--- config.mk ---
export PLATFORM = sky130hd
export DESIGN_NAME = vfi_front
export DESIGN_NICKNAME = d
export VERILOG_FILES = /design/src/rtl/core/vfi_pkg.sv /design/src/rtl/core/vfi_front.sv
export SDC_FILE = /design/constraint.sdc
export NUM_CORES = 1
export LEC_CHECK = 0
export BUFFER_PORTS_ARGS = -buffer_cell sky130_fd_sc_hd__buf_2
export CAP_MARGIN = 5
export CORE_MARGIN = 3
export CORE_UTILIZATION = 49
export DETAILED_ROUTE_END_ITERATION = 12
export GPL_TIMING_DRIVEN = 0
export PLACE_DENSITY = 0.94
export SYNTH_ARGS = -nofsm -noshare
export SYNTH_HDL_FRONTEND = slang
export SYNTH_SLANG_ARGS = --single-unit
--- constraint.sdc ---
create_clock -name clk -period 7 [get_ports clk]
set_input_delay 0.35 -clock clk [delete_from_list [all_inputs] [get_ports clk]]
set_output_delay 0.35 -clock clk [all_outputs]
set_load 0.1 [all_outputs]
--- src/rtl/core/vfi_pkg.sv ---
// Shared types and constants of the volume flow indicator.
`default_nettype none
package vfi_pkg;
	localparam int unsigned MAX_WINDOW_DEF = 256;
	// Wide enough for a window length up to 4096.
	localparam int unsigned PERIOD_W = 13;
	localparam int unsigned ADDR_W = 3;
	localparam logic REG_WINDOW_LENGTH = 1'b0;
	localparam logic [8:0] WINDOW_LENGTH_RESET = 9'd130;
	// ln(2) in Q0.32.
	localparam logic [31:0] LN2_Q32 = 32'd2977044472;
	localparam logic [31:0] Q824_MAX = 32'h7FFF_FFFF;

	typedef struct packed {
		logic [33:0]          price_sum;
		logic [39:0]          volume;
		logic [31:0]          prior;
		logic [PERIOD_W-1:0]  period;
		logic                 has_result;
	} vfi_item_t;

	typedef struct packed {
		logic [31:0] typical;
		logic [31:0] log_typical;
		logic [39:0] volume;
	} vfi_entry_t;

	typedef enum logic [1:0] {
		LN_IDLE,
		LN_SQUARE,
		LN_SCALE,
		LN_ROUND
	} vfi_ln_state_t;

	typedef enum logic [4:0] {
		B_IDLE,
		B_DIV3,
		B_WAIT3,
		B_LNT,
		B_WAITLNT,
		B_WRITE,
		B_P1_RD,
		B_P1_SUB,
		B_P1_SQ,
		B_MSQ,
		B_WAITMSQ,
		B_SQRT,
		B_WAITSQRT,
		B_MULC,
		B_DIVC,
		B_WAITC,
		B_MVOL,
		B_WAITMV,
		B_P2_RD,
		B_P2_CMP,
		B_P2_DIV,
		B_P2_WDIV,
		B_P2_LN,
		B_P2_WLN,
		B_P2_NEXT,
		B_OUT
	} vfi_back_state_t;
endpackage
`default_nettype wire

--- src/rtl/core/vfi_front.sv ---
// Front end: accepts bars, sums the prices and decides whether a result is due.
`default_nettype none
module vfi_front import vfi_pkg::*; #(
	parameter int unsigned MAX_WINDOW = MAX_WINDOW_DEF
) (
	input  wire logic        clk,
	input  wire logic        arst_n,
	input  wire logic        in_valid,
	output logic             in_stall,
	input  wire logic [31:0] high_price,
	input  wire logic [31:0] low_price,
	input  wire logic [31:0] close_price,
	input  wire logic [39:0] bar_volume,
	input  wire logic [8:0]  window_length,
	input  wire logic        queue_full,
	output logic             push,
	output vfi_item_t        item
);
	localparam logic [PERIOD_W-1:0] MAXW = PERIOD_W'(MAX_WINDOW);

	logic [31:0]         bars_seen_q;
	logic [PERIOD_W-1:0] wl_ext;
	logic [PERIOD_W-1:0] period;

	assign wl_ext = PERIOD_W'(window_length);
	assign period = (window_length == 9'd0) ? PERIOD_W'(1) :
		((wl_ext > MAXW) ? MAXW : wl_ext);

	assign in_stall = queue_full;
	assign push = in_valid & ~queue_full;

	assign item.price_sum = {2'b00, high_price} + {2'b00, low_price} + {2'b00, close_price};
	assign item.volume = bar_volume;
	assign item.prior = bars_seen_q;
	assign item.period = period;
	// A result needs at least as many bars before this one as there are changes in the window.
	assign item.has_result = (bars_seen_q >= 32'(period));

	always_ff @(posedge clk or negedge arst_n) begin
		if (!arst_n) begin
			bars_seen_q <= 32'd0;
		end else if (push && bars_seen_q != 32'hFFFF_FFFF) begin
			bars_seen_q <= bars_seen_q + 32'd1;
		end
	end
endmodule
`default_nettype wire

==> metrics <==
Most used DFF post-synth dfrtp_1; Largest register FFs 32; CTS tree done; Yosys warning total 0; Pre-antenna DRT Iters 5; Async S/R FF share, synth 100%; total routing usage reported by global routing 24.0%; maximum resistive drop on vdd 0.502 mV; Worst-path clk slew 70 ps; die outline height 104 µm; Netlist Area Pre-Place 4720 µm²; via count of the first global-routing pass 4712; number of maximum-capacitance violations 0; post-synthesis cell count 536; DR iter-0 viols 199; final weighted congestion in routability-driven placement 0.958; count of final max-slew check failures 0; final count of hold timing violations 0; number of flops mapped to enable cells by yosys 0; fillers 751; cell accounting for the most synthesized area dfrtp_1; final standard cell area without fillers 6130 µm²; post-synthesis area per instance 8.81 µm²; path type of the worst setup path in -> out; Worst Max-Slew Pin Slew 700 ps; fraction of final layout cells sized beyond drive strength 1 39.5%; antenna diode count 0; maximum root-to-sink buffer count 2; period utilization 56.8%; routed via count 4889; biggest registers after layout bars_seen_q: 32 flops; leading cell type by number of instances after synthesis nand2_1; count of H-tree levels built during CTS 2; top post-synthesis cells by count nand2_1, buf_4, ha_1, xnor2_1, a21oi_1; multi-input combinational cell area 3450 µm²; register name with the most flops bars_seen_q; Horiz. Die Dim 104 µm; floorplan core area 9280 µm²; TritonCTS Sinks 32; number of hold-repair buffers added at the cts stage 0; routed length per placed instance 15.1 µm; Inserted Clock Buffers 5; cell area reported after detailed placement 6020 µm²; final core utilization 66.1%; Rows 35; max frequency 251 MHz; sort of element at the start of the critical path input pin; first-pass GRT wire length 21.9 mm; number of antenna violations at the first check in global routing 1; number of unique standard cell types used by synthesis 65; setup TNS after final layout 0 ps; WL final 13.6 mm; worst endpoint required time 6650 ps; relative slew slack 53.4%; starting density of the core 50.8%; flops & latches, synth 32; outcome complete, no violations; area of the die 10800 µm²; PostCTS Resize Cnt 0; detailed placer's ending HPWL 11.6 mm; worst path arrival time 3630 ps; register area 801 µm²; I/O pin cnt 271; count of buffers inserted at the top-level ports 226; Pleak 3.20 nW; unrepaired setup endpoints after global routing false; Post-DRT Antenna Nets 0; main area contributors after synthesis dfrtp_1, fa_1, ha_1; count of final setup violators 0; vias per inst 5.42; gr ovfl total 0; ratio of total power to cell area 335 nW/µm²; sequential cell area fraction in the yosys report 17.0%; Area Overhead vs Synth 29.9%; Final #Nets 995; CP endpoint kind output pin; share of Yosys cell area claimed by the top area cell type 17.0%; worst clock skew 5.90 ps; path class of the lowest-slack min-delay path in -> async; clock period minus final worst setup slack 3980 ps; Clock Latency Late Sink 290 ps; DRC 0; # Post-CTS Setup Buffers 0; pin count of the biggest net entering global routing 33; Max Fanout on Critical Path 6; library cell used as clock root buffer clkbuf_8
==> cell families (layout without fill, tap and decap cells) <==
| group | after synthesis | count (layout) | synth area share (%) |
|---|---|---|---|
| xor gates and xnor gates | 56 | 56 | 10.7 |
| adders and majority gates | 74 | 74 | 24.9 |
| DFF | 32 | 32 | 17.0 |
| and+or+nand+nor | 168 | 168 | 18.5 |
| buffers and inverters | 79 | 313 | 10.2 |
| AOI/OAI and AO/OA | 124 | 124 | 18.3 |
| muxes | 2 | 2 | 0.451 |
| other | 1 | 4 | 0.0794 |
==> final cells by class <==
type / count / share of cell area (%)
multi-input combinational: 428 / 56.3
timing repair buffer: 226 / 18.4
sequential: 32 / 13.1
buffer: 56 / 6.43
tap: 129 / 2.63
inverter: 23 / 1.41
clock buffer: 6 / 1.18
clock inverter: 2 / 0.571
==> final timing paths <==
| kind | slack [ps] | from | endpoint | depth (start not counted) |
|---|---|---|---|---|
| worst min register to register | 520 | bars_seen_q[30] | bars_seen_q[30] | 1 |
| worst min-delay path | 100 | arst_n | bars_seen_q[26] | 1 |
| min in group clk | 500 | queue_full | bars_seen_q[3] | 5 |
| worst max-delay path | 3020 | high_price[1] | item[119] | 11 |
| max in group asynchronous | 6440 | arst_n | bars_seen_q[10] | 1 |
| worst max register to register | 4940 | bars_seen_q[24] | bars_seen_q[14] | 6 |
==> power breakdown <==
| group | leakage [nW] | switching (W) | internal, W |
|---|---|---|---|
| logic | 2.72 | 0.00131 | 0.000345 |
| registers | 0.432 | 0.0000235 | 0.000201 |
| clock network | 0.0552 | 0.0000699 | 0.000106 |
==> metrics by stage <==
step / total power, W / hold slack [ps] / std cells / worst slack [ps]
4_1_cts: 0.00205 / 127 / 902 / 3100
2_1_floorplan: 0.00160 / 54.4 / 539 / 2200
5_1_grt: 0.00215 / 161 / 902 / 2900
3_3_place_gp: 0.00186 / 426 / 894 / 3150
6_report: 0.00205 / 100 / 902 / 3020
3_5_place_dp: 0.00187 / 428 / 894 / 3120
==> cells in the final DEF, fill, tap and decap left out, types with 5 or more instances in the layout <==
master,n
dfrtp_1,32
fa_1,33
and2_1,6
xnor2_1,41
nor3_1,7
nand4_1,12
a211oi_1,9
buf_4,46
nor2_1,33
and3_1,7
xor2_1,13
o21ai_0,17
buf_2,229
a21o_1,14
nand2_1,47
and4_1,5
clkbuf_1,7
clkbuf_8,5
ha_1,41
o211ai_1,7
a21oi_1,39
inv_1,22
nand3_1,18
nor4_1,10
==> metal layers <==
| metal | share of wire [%] | routed length (µm) | track usage (%) | vias to the layer above |
|---|---|---|---|---|
| li1 | - | - | - | 2361 |
| met1 | 39 | 5290 | 28.2 | 2255 |
| met2 | 51 | 6890 | 44.0 | 237 |
| met3 | 7.9 | 1070 | 4.53 | 34 |
| met4 | 2.4 | 326 | 7.60 | 2 |
| met5 | 0.081 | 11 | 0 | - |
==> critical path, cell delays in order <==
cell	delay [ps]
buf_2	110
fa_1	550
ha_1	190
fa_1	220
a21oi_1	120
o21ai_2	260
a21oi_1	130
o31ai_2	490
a41oi_1	290
o41ai_2	420
buf_2	500
Power figures use the tool's default switching activity.
