--- src/rtl/core/vfi_pkg.sv ---
// Shared types and constants of the volume flow indicator.
`default_nettype none
package vfi_pkg;
	localparam int unsigned MAX_WINDOW_DEF = 256;
	// Wide enough for a window length up to 4096.
	localparam int unsigned PERIOD_W = 13;
	localparam int unsigned ADDR_W = 3;
	localparam logic REG_WINDOW_LENGTH = 1'b0;
	localparam logic [8:0] WINDOW_LENGTH_RESET = 9'd130;
	// ln(2) in Q0.32.
	localparam logic [31:0] LN2_Q32 = 32'd2977044472;
	localparam logic [31:0] Q824_MAX = 32'h7FFF_FFFF;

	typedef struct packed {
		logic [33:0]          price_sum;
		logic [39:0]          volume;
		logic [31:0]          prior;
		logic [PERIOD_W-1:0]  period;
		logic                 has_result;
	} vfi_item_t;

	typedef struct packed {
		logic [31:0] typical;
		logic [31:0] log_typical;
		logic [39:0] volume;
	} vfi_entry_t;

	typedef enum logic [1:0] {
		LN_IDLE,
		LN_SQUARE,
		LN_SCALE,
		LN_ROUND
	} vfi_ln_state_t;

	typedef enum logic [4:0] {
		B_IDLE,
		B_DIV3,
		B_WAIT3,
		B_LNT,
		B_WAITLNT,
		B_WRITE,
		B_P1_RD,
		B_P1_SUB,
		B_P1_SQ,
		B_MSQ,
		B_WAITMSQ,
		B_SQRT,
		B_WAITSQRT,
		B_MULC,
		B_DIVC,
		B_WAITC,
		B_MVOL,
		B_WAITMV,
		B_P2_RD,
		B_P2_CMP,
		B_P2_DIV,
		B_P2_WDIV,
		B_P2_LN,
		B_P2_WLN,
		B_P2_NEXT,
		B_OUT
	} vfi_back_state_t;
endpackage
`default_nettype wire

--- src/rtl/core/vfi_queue.sv ---
// Two-entry queue between the front end and the back end.
`default_nettype none
module vfi_queue import vfi_pkg::*; (
	input  wire logic      clk,
	input  wire logic      arst_n,
	input  wire logic      push,
	input  vfi_item_t      push_item,
	input  wire logic      pop,
	output vfi_item_t      head,
	output logic           full,
	output logic           empty
);
	vfi_item_t  entries_q [2];
	logic       wp_q;
	logic       rp_q;
	logic [1:0] count_q;

	assign full = (count_q == 2'd2);
	assign empty = (count_q == 2'd0);
	assign head = entries_q[rp_q];

	always_ff @(posedge clk) begin
		if (push) begin
			entries_q[wp_q] <= push_item;
		end
	end

	always_ff @(posedge clk or negedge arst_n) begin
		if (!arst_n) begin
			wp_q <= 1'b0;
			rp_q <= 1'b0;
			count_q <= 2'd0;
		end else begin
			if (push) begin
				wp_q <= ~wp_q;
			end
			if (pop) begin
				rp_q <= ~rp_q;
			end
			if (push && !pop) begin
				count_q <= count_q + 2'd1;
			end else if (pop && !push) begin
				count_q <= count_q - 2'd1;
			end
		end
	end
endmodule
`default_nettype wire

--- config.mk ---
export PLATFORM = sky130hd
export DESIGN_NAME = vfi_queue
export DESIGN_NICKNAME = d
export VERILOG_FILES = /design/src/rtl/core/vfi_pkg.sv /design/src/rtl/core/vfi_queue.sv
export SDC_FILE = /design/constraint.sdc
export NUM_CORES = 1
export LEC_CHECK = 0
export BUFFER_PORTS_ARGS = -buffer_cell sky130_fd_sc_hd__buf_2
export CAP_MARGIN = 30
export CORE_ASPECT_RATIO = 1.25
export CORE_MARGIN = 5
export CORE_UTILIZATION = 45
export DETAILED_ROUTE_END_ITERATION = 10
export PLACE_DENSITY = 0.81
export SYNTH_ARGS = -nofsm -noshare
export SYNTH_HDL_FRONTEND = slang
export SYNTH_SLANG_ARGS = --single-unit
--- constraint.sdc ---
create_clock -name clk -period 8.4 [get_ports clk]
set_clock_uncertainty 0.05 [all_clocks]
set_input_delay 2.52 -clock clk [delete_from_list [all_inputs] [get_ports clk]]
set_output_delay 2.52 -clock clk [all_outputs]
set_load 0.05 [all_outputs]
==> metrics.txt, run 1 <==
net count of the mapped netlist=514; number of global-route vias before repair=4911; average routed wire per standard cell=around 18 µm; start point of the worst min-delay path=count_q[1]$_DFFE_PN0P_; Sink Count=approximately 240; Min-Delay Path Depth=1; library cell occupying the most area in the post-synthesis netlist=edfxtp_1; Max clock buf depth=3; final count of pins violating max slew=0; Setup crit start kind=flip-flop; R2R Setup Slk=5.95 ns; vias per cell=4.83; pin count of the biggest net entering global routing=67; Total Wirelength=between 15 and 20 mm; filler cell count in the final layout=between 1000 and 1500; Final setup violation count=0; Post-DP HPWL=11.5 mm; post-cts resize count=0; largest driver fanout on the critical path=66; overall fraction of global-route tracks in use=14.2%; Data required, critical path=approximately 6 ns; ANT nets after route=0; Worst Hold End=count_q[1]$_DFFE_PN0P_; total global routing overflow=0; total count of hold-check failures in the final report=0; Sum Neg Setup Slack=0 ns; crit-path max cell delay=0.97 ns; antenna violations before repair=2; proportion of synthesized chip area in sequential cells=82.4%; number of DRC violations after detailed routing=0; depth of the most critical reg-to-reg path=2; hold-fix buffer count after cts=0; Worst Tran Pin Value=0.885 ns; IO Pins=approximately 250; Die Y=167 µm; number of vias after detailed routing=~4500; normalized max-slew margin=between 40 and 50%; critical path start-end classification=flip-flop to output pin; Clock H-tree levels=1; gpl congestion=0.723; Critical Path, Cell by Cell=buf_4 > mux2_2 > buf_2; path category of the worst min-delay check=flip-flop to flip-flop; number of buffers added by the clock tree synthesis step=23; number of port buffers=about 250; maximum vdd drop=approximately 0.32 mV; post-synthesis cell type count=13; minimum period implied by the final worst setup slack=5.52 ns; most common cell after layout, fill and taps aside=buf_2; Initial DRC Count=approximately 160; cell class contributing the biggest share of worst-path delay=flip-flops; final net count=775; Reg clk slew, reported paths=0.06 ns; Yosys Warn Count=0; worst r2r src=wp_q$_DFFE_PN0P_; Final Core Density=57.0%; Clk Latency, worst-skew pair=~0.5 ns; worst path bufs/invs=2; leakage power summed over all cells=0.00415 µW; root buf cell=clkbuf_16; unrepaired setup endpoints after global routing=false; Area Overhead vs Synth=24.6%; Setup Fix Bufs, Post-CTS=0; top area cells in the synthesized netlist=edfxtp_1, mux2_2, buf_6; Slowest-stage cell, CP=dfrtp_4; final critical-path share of the clock period=65.7%; timing-limited maximum frequency=between 150 and 200 MHz; length of the first detailed-routing pass in iterations=4; average size of a mapped cell=22.8 µm²; TritonCTS clock tree=built; Power Density=400 nW/µm²; global-route wire length before repair=approximately 26 mm; layout cells sized above 1=60.7%; netlist area before placement=8870 µm²; die area=22600 µm²; standard cell core area=19400 µm²; number of synthesized register bits=244; max-capacitance violation count=0; initial standard-cell utilization of the core=45.7%; worst flop-to-flop path endpoint=entries_q[1][107]$_DFFE_PP_; die width=approximately 140 µm; status=finished, final reports clean; cell count after synthesis=389; Crit path arrival time=2.95 ns; fraction of post-synthesis cell area in the top cell type by area=about four fifths; most used cells in the layout excluding fill and tap cells=buf_2, edfxtp_1, mux2_2; Site Rows=57; critical path capture point type=output pin
## final cells by class
class                      count  area, µm²  share of cell area (%)
sequential                   244       7310                    66.2
multi-input combinational    131       1440                    13.1
timing repair buffer         249       1260                    11.4
clock buffer                  30        622                    5.63
tap                          265        332                    3.00
clock inverter                11       78.8                   0.713
inverter                       1       3.75                  0.0340
antenna                        1       2.50                  0.0226
## registers in the layout, indices dropped and copies added, names as in the netlist
| register | count |
|---|---|
| entries_q | 240 |
| count_q | 2 |
| rp_q | 1 |
| wp_q | 1 |
## Yosys cell counts
master,instances
nor2b_1,2
nor2_1,2
buf_4,1
mux2_2,120
buf_2,3
buf_6,9
edfxtp_1,240
ha_1,1
inv_1,1
xor2_1,4
and2_1,1
dfrtp_1,4
xnor2_1,1
## logic make-up after synthesis
kind of cell,Yosys count,share of synthesized area [%]
fa+ha+maj,1,0.141
mux,120,15.2
buf+inv,14,1.44
simple gates,5,0.296
xor+xnor,5,0.494
flops,244,82.4
## worst max-delay path by stage
stage                          start                   endpoint  cells after the start
finish              rp_q$_DFFE_PN0P_                   head[18]                      3
global route        rp_q$_DFFE_PN0P_                   head[19]                      3
CTS                 rp_q$_DFFE_PN0P_                  head[118]                      3
detailed placement  rp_q$_DFFE_PN0P_                  head[118]                      3
global placement    rp_q$_DFFE_PN0P_                  head[118]                      3
floorplan                       push  entries_q[0][0]$_DFFE_PP_                      1
## metrics by stage
| step | power, µW | std cells | hold WS (ns) | area (µm²) | setup WS [ns] |
|---|---|---|---|---|---|
| 6_report | 4420 | 932 | 0.466 | 11000 | 2.88 |
| 4_1_cts | 4480 | 931 | 0.469 | 11000 | 2.84 |
| 2_1_floorplan | 3180 | 389 | 0.405 | 8870 | 0.00879 |
| 5_1_grt | 4590 | 932 | 0.473 | 11000 | 2.73 |
| 3_3_place_gp | 3470 | 890 | 0.421 | 10300 | 3.43 |
| 3_5_place_dp | 3510 | 890 | 0.450 | 10300 | 3.38 |
## metal layers
layer  routed length (µm)  global-route usage [%]  vias to the layer above
met5                   13                       0                        -
met1                 6240                    16.3                     2204
met2                 8910                    25.7                      184
met4                  431                    4.30                        2
li1                     -                       -                     2074
met3                 1420                    3.80                       35
## worst reg2reg max path: stages, from the launching register on
cell and delay, ns:
dfrtp_1 0.42, and2_4 0.68, buf_4 0.83
## report_power, final
part | internal (µW) | switching (µW)
Clock | 551 | 407
Combinational | 465 | 1260
Sequential | 1620 | 115
Total | 2630 | 1790
Power figures use the tool's default switching activity.
==> run 2, diff against run 1 <==
==> constraint.sdc (replaced) <==
create_clock -name clk -period 5.1 [get_ports clk]
set_clock_uncertainty 0.05 [all_clocks]
set_input_delay 1.53 -clock clk [delete_from_list [all_inputs] [get_ports clk]]
set_output_delay 1.53 -clock clk [all_outputs]
set_load 0.05 [all_outputs]
==> run 2 against run 1 <==
Wire length down 1.1%. Combinational power up 66%. Die area is the same. Critical path depth unchanged. Register-to-register slack got worse by 2.7 ns. Via count up 0.20%. Non-clock buffer count rose by 1.
==> metrics.txt, run 2 (same netlist as run 1, synthesis figures left out) <==
minimum period implied by the final worst setup slack=4.01 ns; antenna violations before repair=1 (was 2); vias per cell=4.84 (was 4.83); Clk Latency, worst-skew pair=0.48 ns (was 0.50 ns); Final setup violation count=0 (unchanged); filler cell count in the final layout=1483 (was 1473); initial standard-cell utilization of the core=45.7% (unchanged); worst r2r src=wp_q$_DFFE_PN0P_ (unchanged); Max clock buf depth=3 (unchanged); Sum Neg Setup Slack=0 ns (unchanged); Reg clk slew, reported paths=0.06 ns (about the same); standard cell core area=19400 µm² (unchanged); global-route wire length before repair=25.4 mm (was 25.6 mm); number of antenna diodes=0 (was 1); Setup crit start kind=flip-flop (unchanged); largest driver fanout on the critical path=67 (was 66); final net count=776 (was 775); Setup Fix Bufs, Post-CTS=0 (unchanged); length of the first detailed-routing pass in iterations=4 (unchanged); Site Rows=57 (unchanged); global routing usage on met3=3.68% (was 3.80%); total global routing overflow=0 (unchanged); layout cells sized above 1=60.4% (was 60.7%); max FFs per register=240 (unchanged); ANT nets after route=0 (unchanged); Final Core Density=57.3% (was 57.0%); IO Pins=246 (unchanged); average routed wire per standard cell=18.1 µm (was 18.3 µm); layer with the highest usage after global routing=met2 (unchanged); Die Y=167 µm (unchanged); Sink Count=244 (unchanged); Power Density=656 nW/µm² (was 400 nW/µm²); Worst Hold End=count_q[1]$_DFFE_PN0P_ (unchanged); met2 Track Usage GR=26.8% (was 25.7%); Area Overhead vs Synth=25.2% (was 24.6%); critical path start-end classification=flip-flop to output pin (unchanged); TritonCTS clock tree=built (unchanged); Min-Delay Path Depth=1 (unchanged); Total Wirelength=16.8 mm (was 17.0 mm); final critical-path share of the clock period=78.7%; registers with the most flip-flops=entries_q x240, count_q x2 (unchanged); status=finished, final reports clean (unchanged); PnR Total Power=7290 µW (was 4420 µW); most flop-heavy register=entries_q (unchanged); hold-fix buffer count after cts=0 (unchanged); final count of pins violating max slew=0 (unchanged); gpl congestion=0.764 (was 0.723); number of global-route vias before repair=4965 (was 4911); number of buffers added by the clock tree synthesis step=23 (unchanged); Post-DP HPWL=11.7 mm (was 11.5 mm); unrepaired setup endpoints after global routing=false (unchanged); root buf cell=clkbuf_16 (unchanged); start point of the worst min-delay path=count_q[1]$_DFFE_PN0P_ (unchanged); die width=136 µm (unchanged); most used cells in the layout excluding fill and tap cells=buf_2, edfxtp_1, mux2_2 (unchanged); critical path capture point type=output pin (unchanged); overall fraction of global-route tracks in use=14.2% (about the same); Worst Tran Pin Value=0.734 ns (was 0.885 ns); max-capacitance violation count=0 (unchanged); number of port buffers=245 (unchanged); Clock H-tree levels=1 (unchanged); maximum vdd drop=0.514 mV (was 0.324 mV); number of vias after detailed routing=4508 (was 4499); Initial DRC Count=194 (was 157); number of DRC violations after detailed routing=0 (unchanged); total count of hold-check failures in the final report=0 (unchanged); die area=22600 µm² (unchanged); path category of the worst min-delay check=flip-flop to flip-flop (unchanged); most common cell after layout, fill and taps aside=buf_2 (unchanged); normalized max-slew margin=51.0% (was 41.0%); post-cts resize count=0 (unchanged); leakage power summed over all cells=0.00417 µW (was 0.00415 µW); Crit path arrival time=2.43 ns (was 2.95 ns); worst slack on hold paths=0.461 ns (was 0.466 ns); depth of the most critical reg-to-reg path=2 (unchanged); pin count of the biggest net entering global routing=79 (was 67); Data required, critical path=3.52 ns (was 5.83 ns); timing-limited maximum frequency=249 MHz; R2R Setup Slk=3.23 ns (was 5.95 ns); met1 capacity usage during global routing=15.5% (was 16.3%); worst flop-to-flop path endpoint=entries_q[1][81]$_DFFE_PP_ (was entries_q[1][107]$_DFFE_PP_)
## run 2: cell count changes in the layout (fill, tap and decap cells not counted), moves of 2 or more
cell / delta
buf_12: +2
clkbuf_8: -2
clkinv_2: -2
clkinv_1: +3
buf_4: -2
## run 2: stage by stage
stage          cells  setup WS [ns]  area, µm²
2_1_floorplan    389          0.286       8880
3_3_place_gp     890           1.60      10400
3_5_place_dp     890           1.54      10400
4_1_cts          931           1.01      11100
5_1_grt          932          0.958      11100
6_report         932           1.09      11100
## run 2: how the worst max path moves through the flow
| stage | start | endpoint | slack, ns | depth (start not counted) |
|---|---|---|---|---|
| after floorplan | push | entries_q[1][0]$_DFFE_PP_ | 0.29 | 1 |
| final | rp_q$_DFFE_PN0P_ | head[38] | 1.09 | 3 |
| after detailed placement | rp_q$_DFFE_PN0P_ | head[113] | 1.54 | 3 |
| after global routing | rp_q$_DFFE_PN0P_ | head[38] | 0.96 | 3 |
| after global placement | rp_q$_DFFE_PN0P_ | head[38] | 1.60 | 3 |
| after CTS | rp_q$_DFFE_PN0P_ | head[113] | 1.01 | 3 |
## run 2: critical path, cell delays in order (launching register included)
cell	delay, ns
dfrtp_4	0.90
buf_12	0.39
mux2_2	0.40
buf_2	0.22
## run 2: cell type report
type / count / area, µm² / share of cell area (%)
Clock inverter: 14 / 118 / 1.06
Multi-Input combinational cell: 131 / 1440 / 13.0
Inverter: 1 / 3.75 / 0.0338
Tap cell: 265 / 332 / 2.99
Timing Repair Buffer: 250 / 1310 / 11.8
Clock buffer: 27 / 591 / 5.32
Sequential cell: 244 / 7310 / 65.8
## run 2: power by group
| group | internal [µW] | leakage (µW) | switching, µW |
|---|---|---|---|
| Combinational | 791 | 0.00153 | 2080 |
| Clock | 927 | 0.000343 | 658 |
| Sequential | 2660 | 0.00230 | 173 |
| Total | 4380 | 0.00417 | 2910 |
## run 2: metal layers
| layer | up-vias | wire [µm] |
|---|---|---|
| li1 | 2075 | - |
| met1 | 2228 | 6040 |
| met2 | 177 | 9240 |
| met3 | 26 | 1250 |
| met4 | 2 | 295 |
| met5 | - | 7 |
